## src/hw/rtl/circular_queue_buffer_top_macros.svh

```systemverilog
// Assertion macros shared by the circular queue buffer RTL.
`ifndef CIRCULAR_QUEUE_BUFFER_TOP_MACROS_SVH
`define CIRCULAR_QUEUE_BUFFER_TOP_MACROS_SVH

// Same-cycle implication, checked on every clock edge outside reset.
`define CQB_ASSERT_IMP(lbl, ante, cons) \
  lbl: assert property (@(posedge clk) disable iff (rst) (ante) |-> (cons)) \
    else $error("circular queue buffer check failed");

// Next-cycle implication, checked on every clock edge outside reset.
`define CQB_ASSERT_NXT(lbl, ante, cons) \
  lbl: assert property (@(posedge clk) disable iff (rst) (ante) |=> (cons)) \
    else $error("circular queue buffer check failed");

`endif

```

## src/hw/rtl/cqb_pkg.sv

```systemverilog
// Types and codes of the circular queue buffer.
package cqb_pkg;

  localparam logic [1:0] CMD_ENQUEUE = 2'd0;
  localparam logic [1:0] CMD_DEQUEUE = 2'd1;
  localparam logic [1:0] CMD_DISPLAY = 2'd2;

  localparam logic [1:0] ST_OK        = 2'd0;
  localparam logic [1:0] ST_OVERFLOW  = 2'd1;
  localparam logic [1:0] ST_UNDERFLOW = 2'd2;
  localparam logic [1:0] ST_EMPTY     = 2'd3;

  localparam int unsigned ADDR_W = 3;
  localparam logic REG_QUEUE_LENGTH = 1'b0;
  localparam logic [6:0] QUEUE_LENGTH_RESET = 7'd64;

  typedef struct packed {
    logic [1:0]         command;
    logic signed [31:0] push_value;
  } cqb_req_t;

  typedef struct packed {
    logic [1:0]         status;
    logic signed [31:0] data_out;
    logic               last;
  } cqb_rsp_t;

endpackage

```

## src/hw/rtl/circular_queue_buffer_top.sv

```systemverilog
// Circular FIFO of signed 32-bit values with a configurable length and a display walk.
//
// Each request carries a command: enqueue, dequeue or display. Enqueue and dequeue are
// taken one per cycle while req_stall is low; each gives one response, registered in s1
// and then in rsp. Display of a queue holding n entries gives n responses, oldest first,
// the last one marked; it holds off new requests until its last read is issued, since
// every response needs one read of the single entry memory port. A stalled response
// holds off new requests once both pipeline stages are full. Display of an empty queue,
// overflow and underflow give one status response each. Command 3 is taken and gives
// no response. Writing queue_length (byte address 0) empties the queue; a length of 0
// acts as 1 and a length above DEPTH acts as DEPTH. No clearing pass follows reset.
module circular_queue_buffer_top #(
  parameter int unsigned DEPTH = 64
) (
  input  logic                        clk,
  input  logic                        rst,
  input  logic                        req_valid,
  output logic                        req_stall,
  input  cqb_pkg::cqb_req_t           req,
  output logic                        rsp_valid,
  input  logic                        rsp_stall,
  output cqb_pkg::cqb_rsp_t           rsp,
  input  logic                        psel,
  input  logic                        penable,
  input  logic                        pwrite,
  input  logic [cqb_pkg::ADDR_W-1:0]  paddr,
  input  logic [31:0]                 pwdata,
  output logic [31:0]                 prdata,
  output logic                        pready
);

  localparam int unsigned IW = $clog2(DEPTH);
  localparam int unsigned OW = $clog2(DEPTH + 1);

  logic [6:0]         queue_length;
  logic [IW-1:0]      head;
  logic [IW-1:0]      head_next;
  logic [IW-1:0]      tail;
  logic [IW-1:0]      tail_next;
  logic [OW-1:0]      occupancy;
  logic [OW-1:0]      occupancy_next;
  logic [OW-1:0]      walk_left;
  logic [OW-1:0]      walk_left_next;
  logic [IW-1:0]      walk_idx;
  logic [IW-1:0]      walk_idx_next;
  logic [OW-1:0]      len_eff;

  logic               s1_valid;
  logic [1:0]         s1_status;
  logic               s1_last;
  logic               s1_use_mem;
  logic               s1_move;
  logic               s1_load;

  logic               walking;
  logic               accept;
  logic               cfg_write;
  logic               issue;
  logic [1:0]         issue_status;
  logic               issue_last;
  logic               issue_use_mem;
  logic               rd_en;
  logic [IW-1:0]      rd_addr;
  logic               wr_en;

  logic signed [31:0] mem [DEPTH];
  logic signed [31:0] rd_data;

  function automatic logic [IW-1:0] advance(input logic [IW-1:0] idx,
                                            input logic [OW-1:0] len);
    logic [OW-1:0] nxt;
    nxt = OW'(idx) + OW'(1);
    return (nxt >= len) ? '0 : nxt[IW-1:0];
  endfunction

  always_comb begin
    if (queue_length == 7'd0) begin
      len_eff = OW'(1);
    end else if (queue_length > 7'(DEPTH)) begin
      len_eff = OW'(DEPTH);
    end else begin
      len_eff = queue_length[OW-1:0];
    end
  end

  assign cfg_write = psel && penable && pwrite && pready && (paddr[2] == cqb_pkg::REG_QUEUE_LENGTH);
  assign pready    = 1'b1;
  assign prdata    = (paddr[2] == cqb_pkg::REG_QUEUE_LENGTH) ? {25'd0, queue_length} : 32'd0;

  assign walking   = (walk_left != '0);
  assign s1_move   = s1_valid && (!rsp_valid || !rsp_stall);
  assign s1_load   = !s1_valid || s1_move;
  assign req_stall = walking || !s1_load;
  assign accept    = req_valid && !req_stall;

  always_comb begin
    head_next      = head;
    tail_next      = tail;
    occupancy_next = occupancy;
    walk_left_next = walk_left;
    walk_idx_next  = walk_idx;
    issue          = 1'b0;
    issue_status   = cqb_pkg::ST_OK;
    issue_last     = 1'b1;
    issue_use_mem  = 1'b0;
    rd_en          = 1'b0;
    rd_addr        = head;
    wr_en          = 1'b0;
    if (walking) begin
      if (s1_load) begin
        issue          = 1'b1;
        issue_use_mem  = 1'b1;
        issue_last     = (walk_left == OW'(1));
        rd_en          = 1'b1;
        rd_addr        = walk_idx;
        walk_left_next = walk_left - OW'(1);
        walk_idx_next  = advance(walk_idx, len_eff);
      end
    end else if (accept) begin
      case (req.command)
        cqb_pkg::CMD_ENQUEUE: begin
          issue = 1'b1;
          if (occupancy >= len_eff) begin
            issue_status = cqb_pkg::ST_OVERFLOW;
          end else begin
            wr_en          = 1'b1;
            tail_next      = advance(tail, len_eff);
            occupancy_next = occupancy + OW'(1);
          end
        end
        cqb_pkg::CMD_DEQUEUE: begin
          issue = 1'b1;
          if (occupancy == '0) begin
            issue_status = cqb_pkg::ST_UNDERFLOW;
          end else begin
            issue_use_mem  = 1'b1;
            rd_en          = 1'b1;
            head_next      = advance(head, len_eff);
            occupancy_next = occupancy - OW'(1);
          end
        end
        cqb_pkg::CMD_DISPLAY: begin
          issue = 1'b1;
          if (occupancy == '0) begin
            issue_status = cqb_pkg::ST_EMPTY;
          end else begin
            issue_use_mem  = 1'b1;
            issue_last     = (occupancy == OW'(1));
            rd_en          = 1'b1;
            walk_left_next = occupancy - OW'(1);
            walk_idx_next  = advance(head, len_eff);
          end
        end
        default: begin
          issue = 1'b0;
        end
      endcase
    end
  end

  always_ff @(posedge clk) begin
    if (wr_en) begin
      mem[tail] <= req.push_value;
    end
    if (rd_en) begin
      rd_data <= mem[rd_addr];
    end
  end

  always_ff @(posedge clk) begin
    if (rst) begin
      queue_length <= cqb_pkg::QUEUE_LENGTH_RESET;
      head         <= '0;
      tail         <= '0;
      occupancy    <= '0;
      walk_left    <= '0;
      walk_idx     <= '0;
    end else if (cfg_write) begin
      queue_length <= pwdata[6:0];
      head         <= '0;
      tail         <= '0;
      occupancy    <= '0;
      walk_left    <= '0;
    end else begin
      head      <= head_next;
      tail      <= tail_next;
      occupancy <= occupancy_next;
      walk_left <= walk_left_next;
      walk_idx  <= walk_idx_next;
    end
  end

  always_ff @(posedge clk) begin
    if (rst) begin
      s1_valid <= 1'b0;
    end else if (s1_load) begin
      s1_valid <= issue;
    end
  end

  always_ff @(posedge clk) begin
    if (s1_load && issue) begin
      s1_status  <= issue_status;
      s1_last    <= issue_last;
      s1_use_mem <= issue_use_mem;
    end
  end

  always_ff @(posedge clk) begin
    if (rst) begin
      rsp_valid <= 1'b0;
    end else if (!rsp_valid || !rsp_stall) begin
      rsp_valid <= s1_valid;
    end
  end

  always_ff @(posedge clk) begin
    if (s1_move) begin
      rsp.status   <= s1_status;
      rsp.data_out <= s1_use_mem ? rd_data : 32'sd0;
      rsp.last     <= s1_last;
    end
  end

`include "circular_queue_buffer_top_macros.svh"

  `CQB_ASSERT_IMP(a_occ_bound, 1'b1, occupancy <= len_eff)
  `CQB_ASSERT_IMP(a_empty_aligned, occupancy == '0, head == tail)
  `CQB_ASSERT_IMP(a_walk_in_flight, walking, s1_valid)
  `CQB_ASSERT_NXT(a_rd_hold, s1_valid && !s1_move, s1_valid && (!s1_use_mem || $stable(rd_data)))

endmodule
```

## config.mk

```make
export PLATFORM = sky130hd
export DESIGN_NAME = circular_queue_buffer_top
export DESIGN_NICKNAME = d
export VERILOG_FILES = /design/src/hw/rtl/cqb_pkg.sv /design/src/hw/rtl/circular_queue_buffer_top.sv
export VERILOG_INCLUDE_DIRS = /design/src /design/src/hw/rtl
export SDC_FILE = /design/constraint.sdc
export NUM_CORES = 2
export LEC_CHECK = 0
export BUFFER_PORTS_ARGS = -buffer_cell sky130_fd_sc_hd__buf_2
export CAP_MARGIN = 20
export CORE_ASPECT_RATIO = 1.5
export CORE_UTILIZATION = 50
export DETAILED_ROUTE_END_ITERATION = 7
export PLACE_DENSITY = 0.66
export SYNTH_ARGS = -nofsm -noshare
export SYNTH_HDL_FRONTEND = slang
export SYNTH_SLANG_ARGS = --single-unit
```

## constraint.sdc

```tcl
create_clock -name clk -period 5.9 [get_ports clk]
set_input_delay 0.295 -clock clk [delete_from_list [all_inputs] [get_ports clk]]
set_output_delay 0.295 -clock clk [all_outputs]
set_load 0.01 [all_outputs]
```

==> impl_metrics.toml <==
[grt]
top_usage_layer = "met2"
overflow = 0
gr-usage-met1_pct = 32.29
grt.total_usage_pct = 25.59
antenna_found_initial = 13
met3_usage_pct = 3.318
grt_max_degree = 111
grt_pass1_vias = 47340
grt_util_met2_pct = 44.97
grt_pass1_wl_mm = 322.4

[die]
fp.coreArea_sq_mm = 0.1697
start_util_pct = 50.37
die_area_sq_mm = 0.1726
rows = 185
die_y_um = 508.3
ios = 146
die_w_um = 339.6

[setup_path]
rr_startpoint = "walk_left[0]"
critical_path_arrival_ns = 5.16
r2r_end = "rd_data[8]"
required_ns = 6.55
r2r_cells = 10
critPathMaxStageDelay_ns = 0.78
r2r_setup_slack_ns = 1.39
cp_max_fo = 44
critPathKind = "register to register"
cp-start-kind = "register"
end_kind = "register"
crit_path_start = "walk_left[0]"
cp_cell_sequence = "inv_1 > ha_1 > nor3b_2 > a211o_4 > and2_4 > buf_12 > mux2i_1 > a2111oi_0 > a22oi_1 > nand4_1"
cp_slowest_cell = "and2_4"

[sta]
hold_viol = 0
tns_ns = 0
timing.fmax_mhz = 221.7
rsz0062_at_grt = "false"
fin_skew_ns = 0.03013
slew_viol_final = 0
fin_crit_ns = 4.510
worst_slew_pin_slew_ns = 1.117
setup_viol = 0
final.period_utilization_pct = 76.44
setup_slack_ns = 1.390
relSlewSlack_pct = 23.60

[routing]
drc_errors = 2
firstDrtPassIters = 8
routedWlPerCell_um = 29.05
avgViaCountPerCell = 6.324
ant_nets = 0
drtIter0Drc = 5397
postRouteWirelength_mm = 224.1
vias = 48780

[power]
seq_power_share_pct = 44.6
combPwrFrac_pct = 24.7
irDropWorstVdd_mv = 0.3162
p_leak_nw = 33.45
p_sw_mw = 12.10
pwr-share-clk_pct = 30.7
switching_share_pct = 30.54
p_int_mw = 27.51
p_per_area_mw_per_mm2 = 412.9

[clock_tree]
cts_buffers = 183
htreeDepth = 4
cts.sinks = 2160
cts_buffer_depth = 3
root_buffer = "clkbuf_16"
tritoncts = "yes"
clk_pin_slew_ns = 0.06
clk_latency_ns = 0.82
cts.repair.resized = 0

[placed_design]
globalplace.congestion = 0.9178
placedCellCount = 7308
io_buffer_count = 92
dp_hpwl_mm = 125.4
pre_cts_slack_ns = 1.442

[cells_and_area]
fin_cells = 7714
seq_area_sq_mm = 0.06445
fillers = 12780
layout-drive-gt1-share_pct = 11.97
multi_input_area_sq_mm = 0.01957
syn2layout_area_growth_pct = 12.26
nNetsFinal = 5425

[yosys]
synth_edf_count = 2119
async_reset_ff_share_pct = 0
syn_area_sq_mm = 0.08546
synth_top_cell_by_area = "edfxtp_1"
ys_top_cells_by_area = "edfxtp_1 (74%), mux2i_1 (6.1%), a211oi_1 (3.4%)"
synth_top_cell_area_share_pct = 74.46
synth_seq_cells = 2160
yosysWarnings = 0
syn_inst = 5186
yosysUniqueCellTypes = 67
avgSynthCellArea_sq_um = 16.48
ys_seq_area_share_pct = 75.42
synthFlopType = "edfxtp_1"

[run]
cap_violations = 0

[run_status]
violations = "design-rule violations"
run_status = "finished, violations left"

[hold_path]
hold_path.class = "input port to register"
min_from = "req[8]"
whs_path_depth = 1
min_to = "mem[45][8]"
==> critical path: cells and delay by family, from the launching register on <==
family | cells | cell delay (ns)
flops | 1 | 0.34
compound gates | 3 | 1.70
mux | 1 | 0.13
buf+inv | 2 | 0.42
fa+ha+maj | 1 | 0.18
simple gates | 3 | 1.48
==> final cells by class <==
type	count	area share [%]
well taps	2244	2.927
clock inverters	115	1.245
inverters	21	0.08216
clock buffers	220	5.007
flip-flops and latches	2160	67.18
diodes	8	0.02087
multi-input cells	2609	20.40
repair buffers	337	3.137
==> registers in the layout, summed over array words and instances, names as in the netlist <==
name	count
head	6
mem	2048
occupancy	7
queue_length	7
rd_data	32
rsp	35
rsp_valid	1
s1_last	1
s1_status	2
s1_use_mem	1
s1_valid	1
tail	6
walk_idx	6
walk_left	7
==> metal layers <==
layer	wire, um	up-vias
met5	7	-
li1	-	21290
met2	115500	2114
met1	85840	25000
met4	7456	2
met3	15340	384
==> cell families after synthesis <==
logic type,synth area share [%]
simple gates,6.121
xor+xnor,0.1537
flops,75.42
other cells,0.008788
compound gates,9.169
mux,6.171
fa+ha+maj,0.5534
buf+inv,2.407
==> worst max path at each step <==
stage	endpoint	slack, ns	cells after the start
2_1_floorplan	mem[6][0]	0.82	12
3_3_place_gp	rd_data[20]	1.49	10
3_5_place_dp	rd_data[23]	1.44	10
4_1_cts	rd_data[23]	1.40	10
5_1_grt	rd_data[20]	1.22	10
6_report	rd_data[8]	1.39	10
==> synthesized netlist by cell type, types with 57 or more instances <==
library cell	number
a2111oi_0	129
a222oi_1	128
a31oi_1	131
a22oi_1	129
clkbuf_1	243
mux2i_1	521
buf_2	96
and3_1	391
a211oi_1	389
nand2_1	308
nor3_1	68
buf_4	57
edfxtp_1	2119
==> power by group through the flow <==
stage / sequential, mW / combinational (mW) / clock, mW
CTS: 17.7 / 9.69 / 12.3
detailed placement: 18.0 / 9.66 / 0
floorplan: 17.8 / 6.46 / 0
global route: 17.7 / 10.4 / 12.8
finish: 17.7 / 9.77 / 12.2
global placement: 18.0 / 9.52 / 0
==> timing repair <==
| action | in CTS | in global routing |
|---|---|---|
| buffers inserted | 0 | 0 |
| hold endpoints to repair | 17 | 215 |
| hold buffers | 22 | 18 |
| setup endpoints to repair | 0 | 0 |
==> metrics by stage <==
stage               cell area (sq um)  util, %  hold slack, ns  power [mW]
finish                          95940    56.54         0.07204       39.61
global placement                89060    52.49          0.4040       27.53
detailed placement              89060    52.49          0.4172       27.67
global route                    95930    56.54         0.05972       40.85
CTS                             95280    56.16          0.1216       39.64
floorplan                       85550        -          0.3939       24.25
==> layout by cell type (no fill, tap or decap), types with 92 or more instances in the layout <==
master and instances:
mux2i_1 518, buf_2 92, nand2_1 308, a2111oi_0 129, a22oi_1 129, a211oi_1 389
a31oi_1 131, clkbuf_16 187, a222oi_1 128, buf_4 156, and3_1 391, edfxtp_1 2119
Note: power is estimated with default switching activity, not from simulation.
